`config.mk`:
```
export PLATFORM = sky130hd
export DESIGN_NAME = thread_interactivity_priority
export DESIGN_NICKNAME = d
export VERILOG_FILES = /design/src/rtl/tip_pkg.sv /design/src/rtl/tip_front.sv /design/src/rtl/tip_queue.sv /design/src/rtl/tip_back.sv /design/src/rtl/thread_interactivity_priority.sv
export SDC_FILE = /design/constraint.sdc
export NUM_CORES = 2
export LEC_CHECK = 0
export BUFFER_PORTS_ARGS = -buffer_cell sky130_fd_sc_hd__buf_2
export CORE_UTILIZATION = 25
export DETAILED_ROUTE_END_ITERATION = 7
export PLACE_DENSITY_LB_ADDON = 0.3
export SYNTH_ARGS = -nofsm -noshare
export SYNTH_HDL_FRONTEND = slang
export SYNTH_SLANG_ARGS = --single-unit
```
`constraint.sdc`:
```
create_clock -name clock -period 55.4 [get_ports clock]
set_clock_uncertainty 0.05 [all_clocks]
set_input_delay 8.31 -clock clock [delete_from_list [all_inputs] [get_ports clock]]
set_output_delay 8.31 -clock clock [all_outputs]
set_load 0.03 [all_outputs]
```
`src/rtl/tip_pkg.sv`:
```
// ----------------------------------------------------------------------------
// tip_pkg
// Shared types, constants and the lookup function of the interactivity and
// priority block.
// ----------------------------------------------------------------------------
`default_nettype none

package tip_pkg;

   localparam int RUN_W      = 16;
   localparam int SLP_W      = 32;
   localparam int NICE_W     = 6;
   localparam int TCK_W      = 32;
   localparam int CPU_W      = 48;
   localparam int HIST_W     = 13;
   localparam int DIV_W      = 38;
   localparam int SCORE_W    = 8;
   localparam int PRIO_W     = 7;
   localparam int MS_W       = 10;
   localparam int HALF_W     = 6;
   localparam int CSR_IDX_W  = 3;

   localparam int BQ_BITS    = 8;
   localparam int SQ_BITS    = 6;
   localparam int NSTEP      = BQ_BITS;

   localparam int QDEPTH     = 4;
   localparam int QAW        = 2;
   localparam int QCW        = 3;

   localparam int REQ_DATA_W = 136;
   localparam int RSP_DATA_W = 80;

   localparam logic [32:0] WINDOW_MS     = 33'd5000;
   localparam logic [32:0] WINDOW_HARD   = 33'd10000;
   localparam logic [32:0] WINDOW_HALF   = 33'd6000;
   localparam logic [15:0] RECIP5        = 16'd52429;
   localparam int          RECIP5_SHIFT  = 18;
   localparam logic [6:0]  SCALE         = 7'd50;
   localparam logic signed [SCORE_W-1:0] THRESHOLD     = 8'sd30;
   localparam logic signed [SCORE_W-1:0] SCORE_NOSLEEP = 8'sd100;
   localparam logic signed [SCORE_W-1:0] SCORE_MAX     = 8'sd127;
   localparam int          PRIO_SHIFT    = 2;

   typedef enum logic [CSR_IDX_W-1:0] {
      CSR_MS_PER_TICK = 3'd0,
      CSR_INTER_BASE  = 3'd1,
      CSR_BATCH_LOW   = 3'd2,
      CSR_BATCH_HIGH  = 3'd3,
      CSR_HALF_RANGE  = 3'd4
   } csr_index_type;

   typedef struct packed {
      logic [MS_W-1:0]   ms_per_tick;
      logic [PRIO_W-1:0] inter_base;
      logic [PRIO_W-1:0] batch_low;
      logic [PRIO_W-1:0] batch_high;
      logic [HALF_W-1:0] half_range;
   } cfg_type;

   typedef struct packed {
      logic [RUN_W:0]              run;
      logic [SLP_W-1:0]            slp;
      logic [TCK_W-1:0]            ticks;
      logic signed [NICE_W-1:0]    nice;
      logic [CPU_W-1:0]            cpu;
      logic [DIV_W-1:0]            div;
   } front_type;

   typedef struct packed {
      logic [HIST_W-1:0]           run;
      logic [HIST_W-1:0]           slp;
      logic [TCK_W-1:0]            ticks;
      logic signed [NICE_W-1:0]    nice;
      logic [CPU_W-1:0]            cpu;
      logic [DIV_W-1:0]            div;
   } item_type;

   typedef struct packed {
      logic [HIST_W-1:0]           run;
      logic [HIST_W-1:0]           slp;
      logic [TCK_W-1:0]            ticks;
      logic signed [NICE_W-1:0]    nice;
      logic [HIST_W-1:0]           srem;
      logic [HIST_W-1:0]           sden;
      logic [SQ_BITS:0]            sq;
      logic [CPU_W-1:0]            brem;
      logic [DIV_W-1:0]            bdiv;
      logic [BQ_BITS:0]            bq;
   } stage_type;

   // 50 / q for a ratio quotient saturated at 64
   function automatic logic [6:0] pen_lut(input logic [SQ_BITS:0] q);
      logic [6:0] r;
      case (q) inside
         7'd1:             r = 7'd50;
         7'd2:             r = 7'd25;
         7'd3:             r = 7'd16;
         7'd4:             r = 7'd12;
         7'd5:             r = 7'd10;
         7'd6:             r = 7'd8;
         7'd7:             r = 7'd7;
         7'd8:             r = 7'd6;
         [7'd9:7'd10]:     r = 7'd5;
         [7'd11:7'd12]:    r = 7'd4;
         [7'd13:7'd16]:    r = 7'd3;
         [7'd17:7'd25]:    r = 7'd2;
         [7'd26:7'd50]:    r = 7'd1;
         default:          r = 7'd0;
      endcase
      return r;
   endfunction

endpackage

`default_nettype wire

```
`src/rtl/tip_front.sv`:
```
// ----------------------------------------------------------------------------
// tip_front
// Accepts request words, applies the tick charge or wake, forms the batch
// divisor and clamps the run and sleep histories before queueing.
// ----------------------------------------------------------------------------
`default_nettype none

module tip_front
   import tip_pkg::*;
(
   input  wire logic                  clock,
   input  wire logic                  reset,
   input  wire cfg_type               cfg,
   input  wire logic                  req_tvalid,
   output logic                       req_tready,
   input  wire logic [REQ_DATA_W-1:0] req_tdata,
   input  wire logic                  req_tuser,
   input  wire logic                  q_full,
   output logic                       q_push,
   output item_type                   q_item
);

   logic      s1_valid_ff, s1_valid_in;
   front_type s1_ff, s1_in;
   logic      accept;

   logic [RUN_W-1:0]  in_run;
   logic [SLP_W-1:0]  in_slp;
   logic [NICE_W-1:0] in_nice;
   logic [TCK_W-1:0]  in_ticks;
   logic [CPU_W-1:0]  in_cpu;
   logic [TCK_W-1:0]  ticks_new;
   logic [TCK_W-1:0]  t_eff;
   logic [HALF_W-1:0] h_eff;

   logic [32:0]       sum;
   logic [28:0]       prod_r, prod_s;
   logic [10:0]       fifth_r, fifth_s;

   assign in_run   = req_tdata[15:0];
   assign in_slp   = req_tdata[47:16];
   assign in_nice  = req_tdata[53:48];
   assign in_ticks = req_tdata[85:54];
   assign in_cpu   = req_tdata[133:86];

   assign req_tready = !s1_valid_ff || !q_full;
   assign accept     = req_tvalid && req_tready;
   assign q_push     = s1_valid_ff && !q_full;

   always_comb begin
      if (!req_tuser && (in_ticks != '1)) begin
         ticks_new = in_ticks + TCK_W'(1);
      end else begin
         ticks_new = in_ticks;
      end
      t_eff = (ticks_new == '0) ? TCK_W'(1) : ticks_new;
      h_eff = (cfg.half_range == '0) ? HALF_W'(1) : cfg.half_range;

      s1_in.run   = req_tuser ? {1'b0, in_run}
                              : {1'b0, in_run} + (RUN_W + 1)'(cfg.ms_per_tick);
      s1_in.slp   = in_slp;
      s1_in.ticks = ticks_new;
      s1_in.nice  = in_nice;
      s1_in.cpu   = in_cpu;
      s1_in.div   = DIV_W'(t_eff) * DIV_W'(h_eff);

      if (accept) begin
         s1_valid_in = 1'b1;
      end else if (q_push) begin
         s1_valid_in = 1'b0;
      end else begin
         s1_valid_in = s1_valid_ff;
      end
   end

   always_ff @(posedge clock) begin
      if (reset) begin
         s1_valid_ff <= 1'b0;
      end else begin
         s1_valid_ff <= s1_valid_in;
      end
   end

   always_ff @(posedge clock) begin
      if (accept) begin
         s1_ff <= s1_in;
      end
   end

   // window clamp
   always_comb begin
      sum     = 33'(s1_ff.run) + 33'(s1_ff.slp);
      prod_r  = 29'(s1_ff.run[HIST_W-1:0]) * 29'(RECIP5);
      prod_s  = 29'(s1_ff.slp[HIST_W-1:0]) * 29'(RECIP5);
      fifth_r = prod_r[28:RECIP5_SHIFT];
      fifth_s = prod_s[28:RECIP5_SHIFT];

      q_item.ticks = s1_ff.ticks;
      q_item.nice  = s1_ff.nice;
      q_item.cpu   = s1_ff.cpu;
      q_item.div   = s1_ff.div;

      if (sum < WINDOW_MS) begin
         q_item.run = s1_ff.run[HIST_W-1:0];
         q_item.slp = s1_ff.slp[HIST_W-1:0];
      end else if (sum > WINDOW_HARD) begin
         if (33'(s1_ff.run) > 33'(s1_ff.slp)) begin
            q_item.run = HIST_W'(WINDOW_MS);
            q_item.slp = HIST_W'(1);
         end else begin
            q_item.run = HIST_W'(1);
            q_item.slp = HIST_W'(WINDOW_MS);
         end
      end else if (sum > WINDOW_HALF) begin
         q_item.run = s1_ff.run[HIST_W:1];
         q_item.slp = s1_ff.slp[HIST_W:1];
      end else begin
         q_item.run = {fifth_r, 2'b00};
         q_item.slp = {fifth_s, 2'b00};
      end
   end

endmodule

`default_nettype wire

```
`src/rtl/tip_queue.sv`:
```
// ----------------------------------------------------------------------------
// tip_queue
// Short first-in first-out queue between the front and back parts.
// ----------------------------------------------------------------------------
`default_nettype none

module tip_queue
   import tip_pkg::*;
(
   input  wire logic     clock,
   input  wire logic     reset,
   input  wire logic     push,
   input  wire item_type item_in,
   output logic          full,
   input  wire logic     pop,
   output item_type      item_out,
   output logic          empty
);

   item_type         mem_ff [QDEPTH];
   logic [QAW-1:0]   wr_ff, wr_in, rd_ff, rd_in;
   logic [QCW-1:0]   cnt_ff, cnt_in;

   assign full     = (cnt_ff == QCW'(QDEPTH));
   assign empty    = (cnt_ff == '0);
   assign item_out = mem_ff[rd_ff];

   always_comb begin
      wr_in  = push ? wr_ff + QAW'(1) : wr_ff;
      rd_in  = pop  ? rd_ff + QAW'(1) : rd_ff;
      cnt_in = cnt_ff;
      if (push && !pop) begin
         cnt_in = cnt_ff + QCW'(1);
      end else if (pop && !push) begin
         cnt_in = cnt_ff - QCW'(1);
      end
   end

   always_ff @(posedge clock) begin
      if (reset) begin
         wr_ff  <= '0;
         rd_ff  <= '0;
         cnt_ff <= '0;
      end else begin
         wr_ff  <= wr_in;
         rd_ff  <= rd_in;
         cnt_ff <= cnt_in;
      end
   end

   always_ff @(posedge clock) begin
      if (push) begin
         mem_ff[wr_ff] <= item_in;
      end
   end

endmodule

`default_nettype wire

```
`src/rtl/tip_back.sv`:
```
// ----------------------------------------------------------------------------
// tip_back
// Pipelined ratio and batch dividers, score and priority selection, and
// the result register.
// ----------------------------------------------------------------------------
`default_nettype none

module tip_back
   import tip_pkg::*;
(
   input  wire logic                   clock,
   input  wire logic                   reset,
   input  wire cfg_type                cfg,
   input  wire item_type               q_item,
   input  wire logic                   q_empty,
   output logic                        q_pop,
   output logic                        rsp_tvalid,
   input  wire logic                   rsp_tready,
   output logic [RSP_DATA_W-1:0]       rsp_tdata,
   output logic                        rsp_tuser
);

   stage_type stg_ff [NSTEP+1];
   stage_type stg_in [NSTEP+1];
   logic      vld_ff [NSTEP+1];
   logic      vld_in [NSTEP+1];

   logic                    out_vld_ff, out_vld_in;
   logic [RSP_DATA_W-1:0]   out_data_ff, out_data_in;
   logic                    out_user_ff, out_user_in;
   logic                    adv;

   logic [HIST_W-1:0]       num0, den0;
   logic [CPU_W-1:0]        dsh;
   logic [HIST_W+SQ_BITS-1:0] ssh;

   stage_type               f;
   logic                    slp_gt;
   logic [6:0]              pen;
   logic signed [9:0]       pen_s;
   logic signed [SCORE_W-1:0] score;
   logic                    inter;
   logic signed [9:0]       diff;
   logic [7:0]              iprio_w;
   logic [PRIO_W-1:0]       prio;
   logic [BQ_BITS+1:0]      qc;
   logic signed [11:0]      pv;

   assign adv   = !out_vld_ff || rsp_tready;
   assign q_pop = adv && !q_empty;

   always_comb begin
      num0 = (q_item.slp > q_item.run) ? q_item.slp : q_item.run;
      den0 = (q_item.slp > q_item.run) ? q_item.run : q_item.slp;

      stg_in[0].run   = q_item.run;
      stg_in[0].slp   = q_item.slp;
      stg_in[0].ticks = q_item.ticks;
      stg_in[0].nice  = q_item.nice;
      stg_in[0].srem  = num0;
      stg_in[0].sden  = den0;
      stg_in[0].sq    = ((HIST_W+SQ_BITS)'(num0) >= ((HIST_W+SQ_BITS)'(den0) << SQ_BITS))
                        ? (SQ_BITS+1)'(1 << SQ_BITS) : '0;
      stg_in[0].brem  = q_item.cpu;
      stg_in[0].bdiv  = q_item.div;
      stg_in[0].bq    = (q_item.cpu >= {q_item.div, {BQ_BITS{1'b0}}}
                         ) ? (BQ_BITS+1)'(1 << BQ_BITS) : '0;
      vld_in[0]       = q_pop;

      for (int k = 0; k < NSTEP; k++) begin
         stg_in[k+1] = stg_ff[k];
         vld_in[k+1] = vld_ff[k];
         dsh = CPU_W'(stg_ff[k].bdiv) << (BQ_BITS - 1 - k);
         if (!stg_ff[k].bq[BQ_BITS] && (stg_ff[k].brem >= dsh)) begin
            stg_in[k+1].brem = stg_ff[k].brem - dsh;
            stg_in[k+1].bq[BQ_BITS-1-k] = 1'b1;
         end
         if (k < SQ_BITS) begin
            ssh = (HIST_W+SQ_BITS)'(stg_ff[k].sden) << (SQ_BITS - 1 - k);
            if (!stg_ff[k].sq[SQ_BITS] &&
                ((HIST_W+SQ_BITS)'(stg_ff[k].srem) >= ssh)) begin
               stg_in[k+1].srem = stg_ff[k].srem - HIST_W'(ssh);
               stg_in[k+1].sq[SQ_BITS-1-k] = 1'b1;
            end
         end
      end
   end

   always_ff @(posedge clock) begin
      if (adv) begin
         for (int k = 0; k <= NSTEP; k++) begin
            stg_ff[k] <= stg_in[k];
         end
      end
   end

   always_ff @(posedge clock) begin
      if (reset) begin
         for (int k = 0; k <= NSTEP; k++) begin
            vld_ff[k] <= 1'b0;
         end
      end else if (adv) begin
         for (int k = 0; k <= NSTEP; k++) begin
            vld_ff[k] <= vld_in[k];
         end
      end
   end

   // score and priority
   always_comb begin
      f      = stg_ff[NSTEP];
      slp_gt = f.slp > f.run;
      pen    = pen_lut(f.sq) + (slp_gt ? 7'd0 : SCALE);
      pen_s  = $signed({3'b000, pen}) + 10'(f.nice);

      if (f.slp == '0) begin
         score = SCORE_NOSLEEP;
      end else if (f.run == '0) begin
         score = '0;
      end else if (pen_s > 10'(SCORE_MAX)) begin
         score = SCORE_MAX;
      end else begin
         score = pen_s[SCORE_W-1:0];
      end

      inter   = score < THRESHOLD;
      diff    = 10'(THRESHOLD) - 10'(score);
      iprio_w = {1'b0, cfg.inter_base} + 8'(diff[9:PRIO_SHIFT]);

      qc = (BQ_BITS+2)'(f.bq) + ((f.brem != '0) ? (BQ_BITS+2)'(1) : '0);
      pv = $signed({2'b00, qc}) - 12'(f.nice);

      if (inter) begin
         prio = iprio_w[7] ? '1 : iprio_w[PRIO_W-1:0];
      end else if (pv < $signed({5'b0, cfg.batch_low})) begin
         prio = cfg.batch_low;
      end else if (pv > $signed({5'b0, cfg.batch_high})) begin
         prio = cfg.batch_high;
      end else begin
         prio = pv[PRIO_W-1:0];
      end

      out_vld_in  = adv ? vld_ff[NSTEP] : out_vld_ff;
      out_data_in = out_data_ff;
      out_user_in = out_user_ff;
      if (adv) begin
         out_data_in = RSP_DATA_W'({prio, score, f.ticks, f.slp, f.run});
         out_user_in = inter;
      end
   end

   always_ff @(posedge clock) begin
      if (reset) begin
         out_vld_ff <= 1'b0;
      end else begin
         out_vld_ff <= out_vld_in;
      end
   end

   always_ff @(posedge clock) begin
      out_data_ff <= out_data_in;
      out_user_ff <= out_user_in;
   end

   assign rsp_tvalid = out_vld_ff;
   assign rsp_tdata  = out_data_ff;
   assign rsp_tuser  = out_user_ff;

endmodule

`default_nettype wire

```
`src/rtl/thread_interactivity_priority.sv`:
```
// ----------------------------------------------------------------------------
// thread_interactivity_priority
// Thread run/sleep history clamp, interactivity score and priority.
// ----------------------------------------------------------------------------
// One request word per thread record enters on req_*, one result word per
// record leaves on rsp_*, in order. req_tuser is the command: tick charge
// (low) or wake (high). rsp_tuser flags an interactive thread.
// The csr_* port writes the five settings; write them only while idle.
// From accepted request to result valid a word passes one front register,
// one queue slot, nine divider stages and the result register.
// One word per cycle passes unless the receiver stalls; the batch divider
// is pipelined, one quotient bit per stage, eight stages, capped at 256.
// When the receiver stalls the back pipeline holds, the four-entry queue
// fills and req_tready then drops; the front keeps taking words until the
// queue and the front register are full. Reset empties the pipeline and
// queue and loads the setting defaults: 10 ms per tick, interactive base
// 32, batch range 1..31, half range 15. No clearing pass is needed.
// ----------------------------------------------------------------------------
`default_nettype none

module thread_interactivity_priority
   import tip_pkg::*;
(
   input  wire logic                  clock,
   input  wire logic                  reset,
   input  wire logic                  req_tvalid,
   output logic                       req_tready,
   // runtime_ms[15:0] sleep_ms[47:16] nice[53:48] thread_ticks[85:54]
   // cpu_ticks[133:86], zero fill above
   input  wire logic [REQ_DATA_W-1:0] req_tdata,
   // command[0]
   input  wire logic                  req_tuser,
   output logic                       rsp_tvalid,
   input  wire logic                  rsp_tready,
   // runtime_out[12:0] sleep_out[25:13] ticks_out[57:26] score[65:58]
   // new_priority[72:66], zero fill above
   output logic [RSP_DATA_W-1:0]      rsp_tdata,
   // is_interactive[0]
   output logic                       rsp_tuser,
   input  wire logic                  csr_we,
   input  wire logic [CSR_IDX_W-1:0]  csr_index,
   input  wire logic [MS_W-1:0]       csr_wdata
);

   cfg_type  cfg_ff, cfg_in;
   logic     q_push, q_pop, q_full, q_empty;
   item_type q_in, q_out;

   always_comb begin
      cfg_in = cfg_ff;
      if (csr_we) begin
         case (csr_index)
            CSR_MS_PER_TICK: cfg_in.ms_per_tick = csr_wdata;
            CSR_INTER_BASE:  cfg_in.inter_base  = csr_wdata[PRIO_W-1:0];
            CSR_BATCH_LOW:   cfg_in.batch_low   = csr_wdata[PRIO_W-1:0];
            CSR_BATCH_HIGH:  cfg_in.batch_high  = csr_wdata[PRIO_W-1:0];
            CSR_HALF_RANGE:  cfg_in.half_range  = csr_wdata[HALF_W-1:0];
            default:         cfg_in = cfg_ff;
         endcase
      end
   end

   always_ff @(posedge clock) begin
      if (reset) begin
         cfg_ff.ms_per_tick <= MS_W'(10);
         cfg_ff.inter_base  <= PRIO_W'(32);
         cfg_ff.batch_low   <= PRIO_W'(1);
         cfg_ff.batch_high  <= PRIO_W'(31);
         cfg_ff.half_range  <= HALF_W'(15);
      end else begin
         cfg_ff <= cfg_in;
      end
   end

   tip_front u_front (
      .clock      (clock),
      .reset      (reset),
      .cfg        (cfg_ff),
      .req_tvalid (req_tvalid),
      .req_tready (req_tready),
      .req_tdata  (req_tdata),
      .req_tuser  (req_tuser),
      .q_full     (q_full),
      .q_push     (q_push),
      .q_item     (q_in)
   );

   tip_queue u_queue (
      .clock    (clock),
      .reset    (reset),
      .push     (q_push),
      .item_in  (q_in),
      .full     (q_full),
      .pop      (q_pop),
      .item_out (q_out),
      .empty    (q_empty)
   );

   tip_back u_back (
      .clock      (clock),
      .reset      (reset),
      .cfg        (cfg_ff),
      .q_item     (q_out),
      .q_empty    (q_empty),
      .q_pop      (q_pop),
      .rsp_tvalid (rsp_tvalid),
      .rsp_tready (rsp_tready),
      .rsp_tdata  (rsp_tdata),
      .rsp_tuser  (rsp_tuser)
   );

endmodule

`default_nettype wire

```
After elaboration in Yosys (flattened, before gate mapping)
Memory sizes are Yosys's and may differ from the RTL's. A register that Yosys moved wholly into a read port is not among the register bits.
Cells that the tools add are included.

operators by class
  $add $sub $neg = 27
  multiply operators = 3
  order comparisons = 36
  equality and inequality tests = 14
  multiplexer cells = 85
  bitwise logic cells = 9
  reductions and logical operators = 62

operators by type and width
  operator                                              number
  2-to-1 mux 48 bit                                     8
  2-to-1 mux 7 bit                                      17
  2-to-1 mux 13 bit                                     8
  2-to-1 mux 26 bit                                     4
  subtractor 13 bit                                     6
  2-to-1 mux 32 bit                                     2
  multiplier 13 x 16 -> 29 bit (second input constant)  2
  >= comparator 48 x 38 -> 1 bit                        1
  >= comparator 48 x 39 -> 1 bit                        1
  >= comparator 48 x 40 -> 1 bit                        1
  >= comparator 48 x 41 -> 1 bit                        1
  >= comparator 48 x 42 -> 1 bit                        1
  >= comparator 48 x 43 -> 1 bit                        1
  >= comparator 48 x 44 -> 1 bit                        1
  >= comparator 48 x 45 -> 1 bit                        1
  >= comparator 48 x 46 -> 1 bit                        1
  nonzero test 48 bit                                   1
  subtractor 48 x 38 -> 48 bit                          1
  subtractor 48 x 39 -> 48 bit                          1
  subtractor 48 x 40 -> 48 bit                          1
  subtractor 48 x 41 -> 48 bit                          1
  subtractor 48 x 42 -> 48 bit                          1
  subtractor 48 x 43 -> 48 bit                          1
  subtractor 48 x 44 -> 48 bit                          1
  60 further kinds                                      172

word-level totals
  bits in registers = 292
  RAM bits = 2337
  output and inout port bits = 83
  memories kept = 3

memory list
  memory          depth  width  rd ports  clocked after memory_dff  write ports  line             text
  u_back.stg_ff   9      192    9         0                         9            tip_back.sv:23   stage_type stg_ff [NSTEP+1];
  u_queue.mem_ff  4      150    1         1                         1            tip_queue.sv:20  item_type mem_ff [QDEPTH];
  u_back.vld_ff   9      1      9         1                         9            tip_back.sv:25   logic vld_ff [NSTEP+1];

Longest topological paths before layout
An unclocked memory read counts as a cell.

  depth in word-level cells = 26
  depth in mapped cells = 39
  mapped depth without buffers = 38

By module
Synthesis repeated with hierarchy kept, for this count alone.

second synthesis, totals
  cells, all modules = 9235
  area total of the unflattened synthesis = 124044.0 sq um

modules (own cells, without submodules)
  module                         times used  cells an instance  area an instance (sq um)
  tip_back                       1           6034               78610.4
  tip_queue                      1           828                22056.2
  tip_front                      1           2228               21852.2
  thread_interactivity_priority  1           145                1525.2

Worst setup path after synthesis
Ideal clock, no wire load.

  kind = input to register
  start point = in rsp_tready
  end point = reg u_back.out_data_ff[0], in the netlist u_back.rsp_tdata[0], enable pin
  library setup time = 1.957 ns
  arrival time = 39.754 ns
  slack = 13.639 ns
  stages = 2
  buffers on the path = 0
  cells stage by stage = nor2b_1 inv_1

between the ends
  word-level cells in the longest chain between the ends = 1

ends and longest elaborated chain
  what                    line                                 text
  start: declaration      thread_interactivity_priority.sv:34  input wire logic rsp_tready,
  logical OR 1 bit        tip_back.sv:49                       assign adv = !out_vld_ff || rsp_tready;
  via u_back.adv          tip_back.sv:31                       logic adv;
  end signal: assignment  tip_back.sv:161                      out_data_ff <= out_data_in;
  end: declaration        tip_back.sv:29                       logic [RSP_DATA_W-1:0] out_data_ff, out_data_in;

The timed path passes the listed nets, and every way through them passes these cells.
A chain may end at the register's enable or synchronous reset.

==> metrics.sh <==
STATUS='complete, no violations'
CRIT_PATH_MAX_FANOUT=8
POST-SYNTH-TOP-AREA-CELL='edfxtp_1'
DIE_FOOTPRINT_UM2=489000
VIAS_PER_CELL=4.27
CTSLONGESTPATHBUFFERS=4
VIA_COUNT=67728
WORST_SLEW_MARGIN_REL=0.212
YS_TOP_CELLS_BY_AREA='edfxtp_1, ha_1, fa_1'
PLACE_INST=15428
AGGREGATE_GLOBAL_ROUTE_RESOURCE_USAGE=0.104
DRV_CAP=0
SETUP_TNS_NS=0
REPORT.FINAL.HOLD_VIOL_COUNT=0
WHS_NS=0.327
CRITICAL_PATH_TOP_DELAY_CELL='xor2_1'
SYNTH_SEQ_AREA_SHARE=0.603
GRT_START_MAX_NET_PINS=160
WORSTPATHARRIVAL_NS=16.91
CRITICAL_PATH_DEPTH=28
CTS-BUFFERS-INSERTED=249
CLK_TRANSITION_REPORTED_PATHS_NS=0.06
ROUTABILITYCONGESTION=0.828
RR_STARTPOINT='u_back.stg_ff[4][167]'
FIRST_ITER_VIOLATIONS=3752
DRIVE_ABOVE_1_SHARE=0.121
TIMING.CRITICAL_PATH.FROM_TYPE='input port'
MOST_COMMON_LIBRARY_CELL_IN_THE_LAYOUT_IGNORING_FILL_AND_TAPS='edfxtp_1'
CTS_RESIZED=0
FLOW.AREA_GROWTH_FROM_SYNTHESIS_PCT=14.2
TIMING.FINAL.SETUP_VIOLATIONS=0
TIMING_MAX_TRANSITION_VIOLATIONS_FINAL=0
WORSTSETUPENDPOINT='u_front.q_item[37]'
SYNTH_SEQ_CELLS=2459
CP_REQUIRED_NS=55.98
CP_SLOWEST_STAGE_DELAY_NS=0.82
COUNT_OF_DISTINCT_CELL_TYPES_IN_THE_SYNTHESIZED_NETLIST=91
GRT_ANTENNA_BEFORE_REPAIR=31
NETLIST_AREA_UM2=122000
PORTBUFFERS=228
R2R_CELLS=34
PWR_DENSITY_CELL_nW_PER_UM2=65.0
FLOORPLAN.INITIALDENSITY=0.252
LEAKAGE_nW=53.8
REMAINING_DRC_ERRORS=0
YOSYS_WARNINGS=0
PLACE.DETAILED.HPWL_MM=191
GLOBALROUTE.TOTALOVERFLOW=0
IOS=238
LAYOUT.CELLS.MOST_COMMON_LIST='edfxtp_1, inv_1, ha_1'
VDD.IR_DROP.WORST_mV=0.0591
CLOCK_TREE_FROM_TRITONCTS='yes'
ASYNC_RESET_FF_FRAC=0
ROUTE.FINAL.WIRE_LENGTH_MM=262
POST_CTS_HOLD_BUFFER_COUNT=0
CRIT_START='req_tdata[66]'
TIMING.REG2REG.SETUP_SLACK_NS=47.06
RSZ0062_AT_GRT='false'
STDCELL_COUNT=15879
FLOORPLAN.CORE_AREA_UM2=483000
DIE_X_UM=699
POSTSYNTHCELLCOUNT=8886
FIRST_GLOBAL_VIAS=69274
SETUP_CRIT_PATH_KIND='in2reg'
DRT_PRE_ANTENNA_ITERS=6
STD_CELL_ROWS=255
TIMING.FMAX_MHz=61.2
CRITICAL-PATH-TOP-DELAY-FAMILY='compound AO/OA/AOI/OAI gates'
FINAL_MIN_PERIOD_OVER_CLOCK_PERIOD=0.295
TIMING.RR.END='u_back.rsp_tdata[70]'
CTS_NUM_SINKS=2459
SYNTH_ENABLE_FLOP_CELLS=2411
FINAL_PERIOD_MINUS_WORST_SETUP_SLACK_NS=16.33
SYNTH.AVG_CELL_AREA_UM2=13.7
CP-END-KIND='flop'
CTS-ROOT-BUF='clkbuf_16'
DOMINANTREGCELLSYNTH='edfxtp_1'
CLK-INSERTION-DELAY-LATE_NS=0.93
FINISH.NET_COUNT=10388
POSTCTSSETUPBUFFERS=0
DIE_Y_UM=699
DETAILED_ROUTE_WIRE_LENGTH_PER_CELL_UM=16.5
FINAL_ANTENNA_NET_COUNT=0
CP_NUM_BUF_INV=2
WORSTHOLDPATHTYPE='reg2reg'
GRT_FIRST_PASS_WIRELENGTH_MM=407
NETLIST.AREA_LEADER.SHARE=0.596
HTREE_NUM_LEVELS=4
WORST_PIN_SLEW_NS=1.18
## worst register-to-register path: cells and delay by family, from the launching register on
kind	cells	cell delay, ns
AO/OA/AOI/OAI	23	4.58
flip-flops	1	0.47
adder cells (fa/ha/maj)	5	1.55
AND/OR/NAND/NOR	6	1.38
## per-stage QoR
| step | utilization | power [mW] | worst slack, ns | instance area, um2 |
|---|---|---|---|---|
| 2_1_floorplan | - | 6.33 | 13.64 | 122000 |
| 3_3_place_gp | 0.271 | 7.42 | 38.05 | 131000 |
| 3_5_place_dp | 0.271 | 7.42 | 38.08 | 131000 |
| 4_1_cts | 0.287 | 9.14 | 39.03 | 139000 |
| 5_1_grt | 0.287 | 9.74 | 38.47 | 139000 |
| 6_report | 0.287 | 9.02 | 39.07 | 139000 |
## per-layer routing
layer / global-route usage / up-vias / routed length (um)
met5: 0 / - / 130
met4: 0.0286 / 20 / 6840
met3: 0.0136 / 382 / 8360
met2: 0.183 / 925 / 127000
met1: 0.135 / 32872 / 119000
li1: - / 33529 / -
## power by group
part | switching, mW | internal, mW | leakage (nW) | total [mW]
clock network | 0.708 | 0.948 | 3.90 | 1.66
logic | 2.28 | 1.77 | 25.0 | 4.05
registers | 0.367 | 2.94 | 24.8 | 3.30
## layout make-up
class / count / area [um2]
Tap cell: 6425 / 8040
Sequential cell: 2459 / 73400
Fill cell: 48723 / 345000
Multi-Input combinational cell: 5298 / 44000
Antenna cell: 3 / 7.51
Clock inverter: 157 / 1520
Inverter: 943 / 3550
Timing Repair Buffer: 303 / 1780
Clock buffer: 291 / 6490
## worst min-delay path by stage
stage / cells past startpoint / end / startpoint / slack [ns]
5_1_grt: 0 / u_back.stg_ff[1][100] / u_back.stg_ff[0][292] / 0.34
3_5_place_dp: 0 / u_back.rsp_tdata[32] / u_back.stg_ff[4][140] / 0.35
6_report: 0 / u_back.stg_ff[1][100] / u_back.stg_ff[0][292] / 0.33
4_1_cts: 0 / u_back.stg_ff[1][100] / u_back.stg_ff[0][292] / 0.34
2_1_floorplan: 0 / u_back.rsp_tdata[26] / u_back.stg_ff[4][134] / 0.35
3_3_place_gp: 0 / u_back.stg_ff[1][292] / u_back.stg_ff[1][100] / 0.35
## registers in the layout, summed over array words and instances, names as in the netlist, named ones only
| signal | flops |
|---|---|
| u_front.s1_ff | 49 |
| u_front.q_item | 124 |
| cfg_ff | 37 |
| u_back.stg_ff | 1555 |
| u_back.rsp_tuser | 1 |
| u_queue.wr_ff | 2 |
| u_queue.cnt_ff | 3 |
| u_queue.mem_ff | 600 |
| u_back.vld_ff | 9 |
| u_queue.rd_ff | 2 |
| u_front.s1_valid_ff | 1 |
| u_back.rsp_tdata | 73 |
| u_back.rsp_tvalid | 1 |
## cells in the mapped netlist (96+ instances only)
| cell type | count |
|---|---|
| clkbuf_1 | 142 |
| edfxtp_1 | 2411 |
| a21o_1 | 224 |
| nor2b_1 | 100 |
| mux4_2 | 150 |
| a21oi_1 | 414 |
| inv_1 | 943 |
| xor2_1 | 172 |
| mux2_2 | 248 |
| xnor2_1 | 311 |
| nor2_1 | 372 |
| nor3_1 | 120 |
| o21ai_0 | 328 |
| nand3_1 | 130 |
| fa_1 | 236 |
| nand4_1 | 96 |
| ha_1 | 743 |
| nand2_1 | 606 |
## kinds of logic after synthesis
| group | share of synthesized area |
|---|---|
| flops | 0.603 |
| xor+xnor | 0.0348 |
| compound gates | 0.0804 |
| other cells | 0.0000308 |
| mux | 0.0555 |
| fa+ha+maj | 0.115 |
| buf+inv | 0.0358 |
| simple gates | 0.0746 |
(Power assumes the default switching activity.)
